--- config.mk ---
export PLATFORM = sky130hd
export DESIGN_NAME = open_address_hash_table_core
export DESIGN_NICKNAME = d
export VERILOG_FILES = /design/src/oaht_pkg.sv /design/src/oaht_ctrl.sv /design/src/oaht_datapath.sv /design/src/open_address_hash_table_core.sv
export SDC_FILE = /design/constraint.sdc
export NUM_CORES = 2
export LEC_CHECK = 0
export BUFFER_PORTS_ARGS = -buffer_cell sky130_fd_sc_hd__buf_4
export CAP_MARGIN = 30
export CORE_ASPECT_RATIO = 0.7
export CORE_MARGIN = 1.5
export CORE_UTILIZATION = 30
export CTS_BUF_LIST = sky130_fd_sc_hd__clkbuf_8 sky130_fd_sc_hd__clkbuf_16
export CTS_CLUSTER_SIZE = 40
export DETAILED_ROUTE_END_ITERATION = 6
export SYNTH_ARGS = -nofsm -noshare
export SYNTH_HDL_FRONTEND = slang
export SYNTH_MEMORY_MAX_BITS = 65536
export SYNTH_SLANG_ARGS = --single-unit
--- constraint.sdc ---
create_clock -name clk_i -period 12 [get_ports clk_i]
set_input_delay 2.4 -clock clk_i [delete_from_list [all_inputs] [get_ports clk_i]]
set_output_delay 2.4 -clock clk_i [all_outputs]
set_load 0.05 [all_outputs]
--- src/oaht_pkg.sv ---
// Shared constants, codes and controller/datapath interface types for the hash table.
`default_nettype none

package oaht_pkg;

  localparam int unsigned TABLE_SIZE = 64;
  localparam int unsigned ADDR_W     = $clog2(TABLE_SIZE);
  localparam int unsigned COUNT_W    = ADDR_W + 1;
  localparam int unsigned KEY_W      = 32;
  localparam int unsigned VAL_W      = 32;
  localparam int unsigned ENTRY_W    = 2 + KEY_W + VAL_W;

  // golden-ratio fraction, unsigned 0.32
  localparam logic [KEY_W-1:0] GOLDEN_FRAC = 32'h9E37_79B9;

  // probe step for i = 1 is 5+3 = 8; its first difference 6*1+8 = 14, then +6 per probe
  localparam logic [ADDR_W-1:0] INC_INIT   = ADDR_W'(8);
  localparam logic [ADDR_W-1:0] DINC_INIT  = ADDR_W'(14);
  localparam logic [ADDR_W-1:0] DINC_STEP  = ADDR_W'(6);
  localparam logic [ADDR_W-1:0] LAST_PROBE = ADDR_W'(TABLE_SIZE - 1);

  // operation codes
  localparam logic [1:0] ACT_INSERT = 2'd0;
  localparam logic [1:0] ACT_SEARCH = 2'd1;
  localparam logic [1:0] ACT_DELETE = 2'd2;

  // result codes
  localparam logic [1:0] RES_OK        = 2'd0;
  localparam logic [1:0] RES_NOT_FOUND = 2'd1;
  localparam logic [1:0] RES_NO_SLOT   = 2'd2;

  // slot states
  localparam logic [1:0] ST_EMPTY   = 2'd0;
  localparam logic [1:0] ST_USED    = 2'd1;
  localparam logic [1:0] ST_DELETED = 2'd2;

  typedef enum logic [2:0] {
    S_IDLE,
    S_HASH,
    S_READ,
    S_CHECK,
    S_DONE
  } oaht_state_e;

  typedef struct packed {
    logic       load_in;   // capture the input transaction
    logic       hash;      // compute home slot, reset probe counters
    logic       rd;        // read slot memory at current probe
    logic       wr_used;   // store new entry at current probe
    logic       wr_tomb;   // turn current slot into a tombstone
    logic       advance;   // step to next probe
    logic       res_set;   // latch result code
    logic [1:0] res_code;
    logic       res_val;   // result carries slot payload
    logic       out_load;  // move result into output register
  } oaht_cmd_t;

  typedef struct packed {
    logic [1:0] act;
    logic       full;
    logic       rd_used;
    logic       rd_empty;
    logic       key_match;
    logic       last_probe;
    logic       out_free;
  } oaht_stat_t;

endpackage

`default_nettype wire

--- src/oaht_ctrl.sv ---
// Operation sequencer: walks the probe chain and drives the datapath.
`default_nettype none

module oaht_ctrl import oaht_pkg::*; (
  input  wire         clk_i,
  input  wire         rst_ni,
  input  wire         in_valid_i,
  output logic        in_ready_o,
  input  oaht_stat_t  stat_i,
  output oaht_cmd_t   cmd_o
);

  oaht_state_e state_q, state_d;

  always_ff @(posedge clk_i or negedge rst_ni) begin
    if (!rst_ni) begin
      state_q <= S_IDLE;
    end else begin
      state_q <= state_d;
    end
  end

  logic is_insert, is_lookup;
  assign is_insert = (stat_i.act == ACT_INSERT);
  assign is_lookup = (stat_i.act == ACT_SEARCH) || (stat_i.act == ACT_DELETE);

  // next state
  always_comb begin
    state_d = state_q;
    case (state_q)
      S_IDLE: begin
        if (in_valid_i) state_d = S_HASH;
      end
      S_HASH: begin
        if ((is_insert && !stat_i.full) || is_lookup) state_d = S_READ;
        else state_d = S_DONE;
      end
      S_READ: state_d = S_CHECK;
      S_CHECK: begin
        if (is_insert) begin
          if (!stat_i.rd_used || stat_i.last_probe) state_d = S_DONE;
          else state_d = S_READ;
        end else begin
          if (stat_i.rd_empty || (stat_i.rd_used && stat_i.key_match) || stat_i.last_probe) begin
            state_d = S_DONE;
          end else begin
            state_d = S_READ;
          end
        end
      end
      S_DONE: begin
        if (stat_i.out_free) state_d = S_IDLE;
      end
      default: state_d = S_IDLE;
    endcase
  end

  // outputs
  always_comb begin
    cmd_o      = '0;
    in_ready_o = 1'b0;
    case (state_q)
      S_IDLE: begin
        in_ready_o    = 1'b1;
        cmd_o.load_in = in_valid_i;
      end
      S_HASH: begin
        cmd_o.hash = 1'b1;
        if (is_insert && stat_i.full) begin
          cmd_o.res_set  = 1'b1;
          cmd_o.res_code = RES_NO_SLOT;
        end else if (!is_insert && !is_lookup) begin
          cmd_o.res_set  = 1'b1;
          cmd_o.res_code = RES_NOT_FOUND;
        end
      end
      S_READ: cmd_o.rd = 1'b1;
      S_CHECK: begin
        if (is_insert) begin
          if (!stat_i.rd_used) begin
            cmd_o.wr_used  = 1'b1;
            cmd_o.res_set  = 1'b1;
            cmd_o.res_code = RES_OK;
          end else if (stat_i.last_probe) begin
            cmd_o.res_set  = 1'b1;
            cmd_o.res_code = RES_NO_SLOT;
          end else begin
            cmd_o.advance = 1'b1;
          end
        end else begin
          if (stat_i.rd_empty) begin
            cmd_o.res_set  = 1'b1;
            cmd_o.res_code = RES_NOT_FOUND;
          end else if (stat_i.rd_used && stat_i.key_match) begin
            cmd_o.res_set  = 1'b1;
            cmd_o.res_code = RES_OK;
            cmd_o.res_val  = 1'b1;
            cmd_o.wr_tomb  = (stat_i.act == ACT_DELETE);
          end else if (stat_i.last_probe) begin
            cmd_o.res_set  = 1'b1;
            cmd_o.res_code = RES_NOT_FOUND;
          end else begin
            cmd_o.advance = 1'b1;
          end
        end
      end
      S_DONE: cmd_o.out_load = stat_i.out_free;
      default: ;
    endcase
  end

endmodule

`default_nettype wire

--- src/oaht_datapath.sv ---
// Slot memory, hash, probe sequence, entry count and result/output registers.
`default_nettype none

module oaht_datapath import oaht_pkg::*; (
  input  wire               clk_i,
  input  wire               rst_ni,
  input  oaht_cmd_t         cmd_i,
  output oaht_stat_t        stat_o,
  input  wire [1:0]         in_act_i,
  input  wire [KEY_W-1:0]   in_key_i,
  input  wire [VAL_W-1:0]   in_val_i,
  output logic              out_valid_o,
  input  wire               out_ready_i,
  output logic [1:0]        out_status_o,
  output logic [ADDR_W-1:0] out_slot_o,
  output logic [VAL_W-1:0]  out_val_o
);

  // captured transaction
  logic [1:0]       act_q;
  logic [KEY_W-1:0] key_q;
  logic [VAL_W-1:0] val_q;

  always_ff @(posedge clk_i) begin
    if (cmd_i.load_in) begin
      act_q <= in_act_i;
      key_q <= in_key_i;
      val_q <= in_val_i;
    end
  end

  // multiplicative hash: top bits of the 0.32 fraction of key * golden ratio
  logic [KEY_W-1:0]  frac;
  logic [ADDR_W-1:0] home;
  assign frac = key_q * GOLDEN_FRAC;
  assign home = frac[KEY_W-1 -: ADDR_W];

  // probe walk: j += 5i + 3i^2, kept incrementally mod table size
  logic [ADDR_W-1:0] j_q, i_q, inc_q, dinc_q;

  always_ff @(posedge clk_i) begin
    if (cmd_i.hash) begin
      j_q    <= home;
      i_q    <= '0;
      inc_q  <= INC_INIT;
      dinc_q <= DINC_INIT;
    end else if (cmd_i.advance) begin
      j_q    <= j_q + inc_q;
      i_q    <= i_q + ADDR_W'(1);
      inc_q  <= inc_q + dinc_q;
      dinc_q <= dinc_q + DINC_STEP;
    end
  end

  // slot memory {state, key, payload}; per-slot written flags stand in for a clear
  logic [ENTRY_W-1:0]    mem [TABLE_SIZE];
  logic [ENTRY_W-1:0]    rd_q;
  logic [TABLE_SIZE-1:0] written_q;
  logic                  rd_written_q;
  logic [ENTRY_W-1:0]    wdata;
  logic                  wr;

  logic [1:0]       rd_state;
  logic [KEY_W-1:0] rd_key;
  logic [VAL_W-1:0] rd_val;
  assign rd_state = rd_q[ENTRY_W-1 -: 2];
  assign rd_key   = rd_q[VAL_W +: KEY_W];
  assign rd_val   = rd_q[VAL_W-1:0];

  assign wr    = cmd_i.wr_used || cmd_i.wr_tomb;
  assign wdata = cmd_i.wr_used ? {ST_USED, key_q, val_q} : {ST_DELETED, rd_key, rd_val};

  always_ff @(posedge clk_i) begin
    if (wr) mem[j_q] <= wdata;
    if (cmd_i.rd) rd_q <= mem[j_q];
  end

  always_ff @(posedge clk_i or negedge rst_ni) begin
    if (!rst_ni) begin
      written_q    <= '0;
      rd_written_q <= 1'b0;
    end else begin
      if (wr) written_q[j_q] <= 1'b1;
      if (cmd_i.rd) rd_written_q <= written_q[j_q];
    end
  end

  // used-slot count
  logic [COUNT_W-1:0] count_q;

  always_ff @(posedge clk_i or negedge rst_ni) begin
    if (!rst_ni) begin
      count_q <= '0;
    end else if (cmd_i.wr_used) begin
      count_q <= count_q + COUNT_W'(1);
    end else if (cmd_i.wr_tomb && count_q != '0) begin
      count_q <= count_q - COUNT_W'(1);
    end
  end

  // result register
  logic [1:0]        res_status_q;
  logic [ADDR_W-1:0] res_slot_q;
  logic [VAL_W-1:0]  res_val_q;

  always_ff @(posedge clk_i) begin
    if (cmd_i.res_set) begin
      res_status_q <= cmd_i.res_code;
      res_slot_q   <= (cmd_i.res_code == RES_OK) ? j_q : '0;
      res_val_q    <= cmd_i.res_val ? rd_val : '0;
    end
  end

  // output register
  logic              out_valid_q;
  logic [1:0]        out_status_q;
  logic [ADDR_W-1:0] out_slot_q;
  logic [VAL_W-1:0]  out_val_q;

  always_ff @(posedge clk_i or negedge rst_ni) begin
    if (!rst_ni) begin
      out_valid_q <= 1'b0;
    end else if (cmd_i.out_load) begin
      out_valid_q <= 1'b1;
    end else if (out_ready_i) begin
      out_valid_q <= 1'b0;
    end
  end

  always_ff @(posedge clk_i) begin
    if (cmd_i.out_load) begin
      out_status_q <= res_status_q;
      out_slot_q   <= res_slot_q;
      out_val_q    <= res_val_q;
    end
  end

  assign out_valid_o  = out_valid_q;
  assign out_status_o = out_status_q;
  assign out_slot_o   = out_slot_q;
  assign out_val_o    = out_val_q;

  assign stat_o.act        = act_q;
  assign stat_o.full       = (count_q == COUNT_W'(TABLE_SIZE));
  assign stat_o.rd_used    = rd_written_q && (rd_state == ST_USED);
  assign stat_o.rd_empty   = !rd_written_q || (rd_state == ST_EMPTY);
  assign stat_o.key_match  = (rd_key == key_q);
  assign stat_o.last_probe = (i_q == LAST_PROBE);
  assign stat_o.out_free   = !out_valid_q || out_ready_i;

endmodule

`default_nettype wire

--- src/open_address_hash_table_core.sv ---
// Sequence: accept, hash to the home slot, walk 1..64 probes, then load the output register;
// an unknown action or an insert into a full table skips the walk.
// Each probe is one slot-memory read plus one check; the single memory port sets the pace.
// One transaction is in flight at a time;
// a new one is taken once the result moves into the output register, even while it waits there.
// Reset: all slots read as empty and the entry count is zero at once; no clearing pass.
`default_nettype none

module open_address_hash_table_core import oaht_pkg::*; (
  input  wire         clk_i,
  input  wire         rst_ni,
  // request channel
  input  wire         s_axis_tvalid,
  output logic        s_axis_tready,
  input  wire [63:0]  s_axis_tdata,   // [31:0] key, [63:32] value
  input  wire [1:0]   s_axis_tuser,   // [1:0] action
  // response channel
  output logic        m_axis_tvalid,
  input  wire         m_axis_tready,
  output logic [39:0] m_axis_tdata,   // [5:0] slot, [37:6] found_value, [39:38] zero
  output logic [1:0]  m_axis_tuser    // [1:0] status
);

  oaht_cmd_t  cmd;
  oaht_stat_t stat;

  logic [ADDR_W-1:0] out_slot;
  logic [VAL_W-1:0]  out_val;
  logic [1:0]        out_status;

  // controller: one transaction at a time, a read state and a check state per probe
  oaht_ctrl u_ctrl (
    .clk_i      (clk_i),
    .rst_ni     (rst_ni),
    .in_valid_i (s_axis_tvalid),
    .in_ready_o (s_axis_tready),
    .stat_i     (stat),
    .cmd_o      (cmd)
  );

  // datapath: hash, probe walk, slot memory, result and output registers
  oaht_datapath u_dp (
    .clk_i        (clk_i),
    .rst_ni       (rst_ni),
    .cmd_i        (cmd),
    .stat_o       (stat),
    .in_act_i     (s_axis_tuser),
    .in_key_i     (s_axis_tdata[31:0]),
    .in_val_i     (s_axis_tdata[63:32]),
    .out_valid_o  (m_axis_tvalid),
    .out_ready_i  (m_axis_tready),
    .out_status_o (out_status),
    .out_slot_o   (out_slot),
    .out_val_o    (out_val)
  );

  assign m_axis_tdata = {2'b00, out_val, out_slot};
  assign m_axis_tuser = out_status;

endmodule

`default_nettype wire

; ---- Word level (Yosys, flattened, before mapping)
; Memory sizes are Yosys's and may differ from the RTL's. A register that Yosys moved wholly into a read port is not among the register bits.
; Index checks and enable logic that the tools add are counted.
[totals]
wordCells = 118
regBits = 246
n_memories = 1
output_inout_bits = 44
ramBits = 4224
[classes]
n_bitwise = 1
eq_ne = 12
n_reduce_logical = 30
mul = 1
magnitude_cmp = 2
addsub = 6
muxes = 47
[memory_table]
columns = name, depth, word_bits, rd, rd_ports_with_merged_regs, write_ports, line
row1 = u_dp.mem, 64, 66, 1, 1, 1, oaht_datapath.sv:56  ; logic [ENTRY_W-1:0] mem [TABLE_SIZE];
[op_table]
columns = op, n
row1 = 66-bit 2-to-1 mux, 1
row2 = 64-bit bitwise OR, 1
row3 = 3-bit 2-to-1 mux, 14
row4 = 32-bit equality test, 1
row5 = 32-bit by 32-bit multiplier with 32-bit output (second input constant), 1
row6 = 1-bit 2-to-1 mux, 22
row7 = 3-bit case mux with 5 select lines, 1
row8 = 7-bit 2-to-1 mux, 2
row9 = 6-bit adder, 2
row10 = 6-bit 2-to-1 mux, 2
row11 = 1-bit logical OR, 8
row12 = 7-bit by 1-bit adder with 7-bit output (second input constant), 1
row13 = 7-bit equality test (second input constant), 1
row14 = 1-bit logical AND, 7
row15 = 6-bit by 7-bit < comparator with 1-bit output (second input constant), 1
row16 = 7-bit nonzero test, 1
row17 = 7-bit by 1-bit subtractor with 7-bit output (second input constant), 1
row18 = 6-bit by 1-bit adder with 6-bit output (second input constant), 1
row19 = 6-bit by 3-bit adder with 6-bit output (second input constant), 1
row20 = 1-bit binary-select mux with 6-bit select, 1
row21 = 1-bit demux with 6-bit select, 1
row22 = 3-bit by 2-bit equality test with 1-bit output (second input constant), 2
row23 = 6-bit equality test (second input constant), 1
row24 = 6-bit by 1-bit greater-or-equal comparator with 1-bit output (second input constant), 1
row25 = other kinds (14), 24

; ---- Logic depth before layout (Yosys ltp)
[logic_depth]
ltp_word = 10
mapped_depth = 23
ltp_nobuf = 23

; ---- By module
; From an unflattened synthesis, not the netlist that was laid out.
[unflattened]
hier_cells = 9969
area_unflattened_um2 = 178774.0
[by_module_without_submodules]
columns = module, area_per_inst_um2, n_inst, cells_each
row1 = oaht_datapath, 178367.3, 1, 9917
row2 = oaht_ctrl, 387.9, 1, 49
row3 = open_address_hash_table_core, 18.8, 1, 3

; ---- Least setup slack after synthesis
; OpenSTA, ideal clock, no wires.
[synth_timing]
path_type = reg-to-reg
start = register u_dp.key_q[6]
end = register u_dp.j_q[5] (data pin)
n_path_buf = 0
path_slack_ns = 5.622
period_less_slack_ns = 6.378
arrival_time_ns = 6.116
stages_incl_launch_ff = 24
setup_ns = 0.262
cell_sequence = edfxtp_1 -> inv_1 -> fa_1 -> inv_1 -> fa_1 -> fa_1 -> inv_1 -> fa_1 -> inv_1 -> fa_1 -> inv_1 -> fa_1 -> inv_1 -> fa_1 -> fa_1 -> ha_1 -> a21oi_1 -> o21ai_0 -> a21oi_1 -> nand3_1 -> a211o_1 -> o31a_1 -> xnor2_1 -> a21oi_1
[synth_between]
elab_chain_cells = 2
[synth_rtl]
columns = item, line
row1 = "start, declared", oaht_datapath.sv:21  ; logic [KEY_W-1:0] key_q;
row2 = "start signal, assigned", oaht_datapath.sv:27  ; key_q <= in_key_i;
row3 = 32-bit by 32-bit multiplier with 32-bit output, oaht_datapath.sv:35  ; assign frac = key_q * GOLDEN_FRAC;
row4 = 6-bit 2-to-1 mux, oaht_datapath.sv:42  ; if (cmd_i.hash) begin
row5 = "end signal, assigned", oaht_datapath.sv:43  ; j_q <= home;
row6 = "end signal, assigned", oaht_datapath.sv:48  ; j_q <= j_q + inc_q;
row7 = "end, declared", oaht_datapath.sv:39  ; logic [ADDR_W-1:0] j_q, i_q, inc_q, dinc_q;
; No other way between the ends.
; A chain may end at the register's enable or synchronous reset.

; ---- Worst setup path in the final report
[layout_timing]
start = register u_dp.key_q[12]
end = register u_dp.j_q[5] (data pin)
; The elaborated chain is that of the path after synthesis.

==> metrics <==
Clock transition at path regs=0.07 ns; Post-DP HPWL=334000 µm; Final WS setup=4.52 ns; # rows=232; Crit path top cell by count=fa_1; global-route usage over all layers=20.1%; Iter 0 DRT Violations=19400; Final setup viols=0; Synth Area in XOR/XNOR=less than 1%; die area=0.578 mm²; Setup crit end kind=flop; Simple-Gate Fraction of Synth Area=~2%; Starting Density=30.1%; Post-Syn Area=0.172 mm²; Final Max Slew Viols=0; DRC=3; CTS sink cnt=4534; Congestion Overflow GR=0; status=finished, violations left; Post-CTS Resized=0; largest net degree at the start of global routing=105; Synth async-reset ratio=1.68%; postcts setup bufs=0; slowest stage delay, CP=0.56 ns; Setup CP Type=reg2reg; Setup TNS Final=0 ns; final antenna-violating net count=0; first-pass GRT wire length=just over 800000 µm; Clk Latency, worst-skew pair=0.98 ns; WHS Path Cells=0; fillers=~53000; chip width=908 µm; WP data arrival=8.15 ns; H-tree depth=5; TritonCTS clock tree=done; # port buffers=roughly 110; Post-Synth Adder-Cell Area=under 10%; Synth Area in Compound Gates=12.4%; Routed wire per std cell=between 30 and 40 µm; min Tclk post-route=7.48 ns; Top Metal Used=met5; Placed Instances=about 17000; critical-path maximum fanout=6; largest family of logic cells by synthesized area=compound AO/OA/AOI/OAI gates; Layout Cells excl Fill=about 18000; root buffer cell=clkbuf_16; routed wl met2=248000 µm; TritonCTS Buffers=381; RSZ-0062 raised after global routing=false; Synth Warn #=0; Leak=0.0618 µW; Final period util=~62%; Slowest cell on crit path=fa_1; Syn Area/Cell=18.2 µm²; Crit. Startpoint=u_dp.key_q[12]$_DFFE_PP_; hold path start=u_dp.res_val_q[7]$_SDFFCE_PN0P_; violated checks=DRC; max-cap viol count=0; boundary pin count=114; post-synthesis mux area share=less than 1%; Post-synth top flop=edfxtp_1; peak supply drop=1.71 mV; initial antenna violation count=41; skew final=0.0821 ns; reg-to-reg endpoint=u_dp.j_q[5]$_DFFE_PP_; final non-filler cell area=slightly below 0.2 mm²; CP required=12.67 ns; crit start category=flop; final wirelength=608000 µm; cells along the critical path=inv_1, fa_1, fa_1, inv_1, fa_1, inv_1, fa_1, inv_1, fa_1, fa_1, fa_1, fa_1, ha_1, nand2_1, nor4_1, o311ai_0, nand3_1, a211o_1, o31a_1, xnor2_1, a21oi_1; Yosys reg bits=4534; Synth cell types=between 50 and 60; R2R Path Start=u_dp.key_q[12]$_DFFE_PP_; pre-CTS setup slack=4.54 ns; synthesis-to-layout area growth=14.6%; Max transition margin=23.3%; final number of hold-violating endpoints=0; DP Area=0.185 mm²; Worst Hold Class=reg2reg; via count=roughly 100k; die height=637 µm; clock buffer depth=4; delay-heaviest family, CP=adder cells; Mapped Cells=9475; vias in the first global route=94400; WHS Endpoint=u_dp.out_val_o[7]$_DFFE_PP_; final layout net count=10300; vias per cell=5.84; register-to-register setup slack=4.52 ns; Max Clock Freq=0.134 GHz; Buffers & Inverters on Critical Path=4; area of the core=0.571 mm²; First-pass DRT Iterations=7; gpl congestion=0.891; share of layout cells above drive strength 1=a little under an eighth; M1 wire length=between 200000 and 250000 µm; Tightest Pin Transition=roughly 1.1 ns; Post-synth EDFFs=4442; hold-fix buffers at CTS=0; r2r worst-path depth=21; wire length on met3=94100 µm; Power per Cell Area=316 mW/mm²; Seq/Total Area, Yosys=78.8%
cells by family after synthesis:
group | count (synthesis)
adder cells (fa/ha/maj) | 449
buffers and inverters | 886
multiplexers | 7
other | 1
AND/OR/NAND/NOR | 671
flip-flops | 4534
XOR/XNOR | 90
AO/OA/AOI/OAI | 2837
where the power goes:
part	total [µW]	internal, µW	switching (µW)
logic	29200	11000	18200
clock network	12500	6680	5860
registers	20600	20100	491
total	62300	37800	24600
cells in the mapped netlist (3+ instances only):
master | count | share of area (%)
a31oi_1 | 362 | 1.3
a221oi_1 | 411 | 2.1
o211ai_1 | 4 | 0.017
nand4_1 | 127 | 0.46
a22o_1 | 411 | 2.1
and2_1 | 10 | 0.036
nor2b_1 | 3 | 0.011
ha_1 | 218 | 1.6
xnor2_1 | 47 | 0.24
dfxtp_1 | 16 | 0.19
o21ai_0 | 35 | 0.10
xor2_1 | 43 | 0.22
nand3_1 | 112 | 0.33
dfrtp_1 | 76 | 1.1
o311ai_0 | 3 | 0.015
fa_1 | 231 | 2.7
mux2_2 | 5 | 0.033
nand2b_1 | 5 | 0.018
nor2_1 | 87 | 0.19
nor3b_1 | 4 | 0.017
a22oi_1 | 1324 | 5.8
edfxtp_1 | 4442 | 78
buf_2 | 92 | 0.27
or3_1 | 4 | 0.015
nand2_2 | 8 | 0.029
buf_1 | 94 | 0.21
a211o_1 | 3 | 0.015
a41oi_1 | 19 | 0.097
a21oi_1 | 175 | 0.51
a21o_1 | 8 | 0.035
o21bai_1 | 67 | 0.29
nand2_1 | 187 | 0.41
clkbuf_1 | 394 | 0.86
nor3_1 | 14 | 0.041
and3_1 | 36 | 0.13
nor4_1 | 65 | 0.24
inv_1 | 302 | 0.66
metrics by stage:
stage / util, % / power (µW) / hold WS (ns)
3_5_place_dp: 32.4 / 49600 / 0.406
6_report: 34.5 / 62300 / 0.419
3_3_place_gp: 32.2 / 49900 / 0.403
2_1_floorplan: - / 40400 / 0.400
4_1_cts: 34.5 / 62100 / 0.417
5_1_grt: 34.5 / 65700 / 0.423
worst max path at each step:
| stage | depth (start not counted) | slack (ns) | endpoint |
|---|---|---|---|
| 6_report | 21 | 4.52 | u_dp.j_q[5]$_DFFE_PP_ |
| 5_1_grt | 23 | 4.17 | u_dp.j_q[5]$_DFFE_PP_ |
| 4_1_cts | 21 | 4.53 | u_dp.j_q[5]$_DFFE_PP_ |
| 3_5_place_dp | 21 | 4.54 | u_dp.j_q[5]$_DFFE_PP_ |
| 3_3_place_gp | 23 | 4.57 | u_dp.j_q[5]$_DFFE_PP_ |
| 2_1_floorplan | 23 | 5.62 | u_dp.j_q[5]$_DFFE_PP_ |
per-layer routing:
| metal | track usage [%] | vias to the layer above |
|---|---|---|
| li1 | - | 39800 |
| met1 | 30.4 | 54100 |
| met2 | 27.6 | 8486 |
| met4 | 5.10 | 14 |
| met3 | 6.40 | 919 |
| met5 | 0 | - |
state kept, by name (all words and copies together) (netlist names), 6 cells and up:
name             cells
u_dp.i_q             6
u_dp.rd_q           66
u_dp.res_slot_q      6
u_dp.j_q             6
u_dp.res_val_q      32
u_dp.count_q         7
u_dp.out_slot_o      6
u_dp.mem          4224
u_dp.val_q          32
u_dp.out_val_o      32
u_dp.key_q          32
u_dp.written_q      64
layout make-up:
| cell class | instances | area, µm² | share of cell area (%) |
|---|---|---|---|
| Antenna cell | 10 | 25.0 | 0.0127 |
| Clock buffer | 389 | 9690 | 4.91 |
| Clock inverter | 295 | 2430 | 1.23 |
| Inverter | 304 | 1140 | 0.580 |
| Multi-Input combinational cell | 4056 | 34000 | 17.2 |
| Sequential cell | 4534 | 136000 | 68.8 |
| Tap cell | 7605 | 9520 | 4.83 |
| Timing Repair Buffer | 490 | 4770 | 2.42 |
worst reg2reg max path, cell delays in order, from the launching register on:
cell      delay [ns]
edfxtp_1        0.53
inv_1           0.47
fa_1            0.53
fa_1            0.43
inv_1           0.10
fa_1            0.41
inv_1           0.09
fa_1            0.42
inv_1           0.11
fa_1            0.45
fa_1            0.56
fa_1            0.42
fa_1            0.49
ha_1            0.31
nand2_1         0.11
nor4_1          0.47
o311ai_0        0.30
nand3_1         0.41
a211o_1         0.25
o31a_1          0.15
xnor2_1         0.12
a21oi_1         0.08
layout by cell type, fill, tap and decap left out, drive strengths merged, types with 35 or more instances in the layout:
cell type / instances
edfxtp: 4442
a22oi: 1324
buf: 489
a22o: 411
a221oi: 411
inv: 391
clkbuf: 390
a31oi: 362
fa: 231
ha: 218
nand2: 195
a21oi: 175
clkinv: 160
nand4: 127
nand3: 112
nor2: 87
dfrtp: 76
o21bai: 67
nor4: 66
xnor2: 47
xor2: 43
bufinv: 37
and3: 36
o21ai: 35
Note: power is estimated with default switching activity, not from simulation.
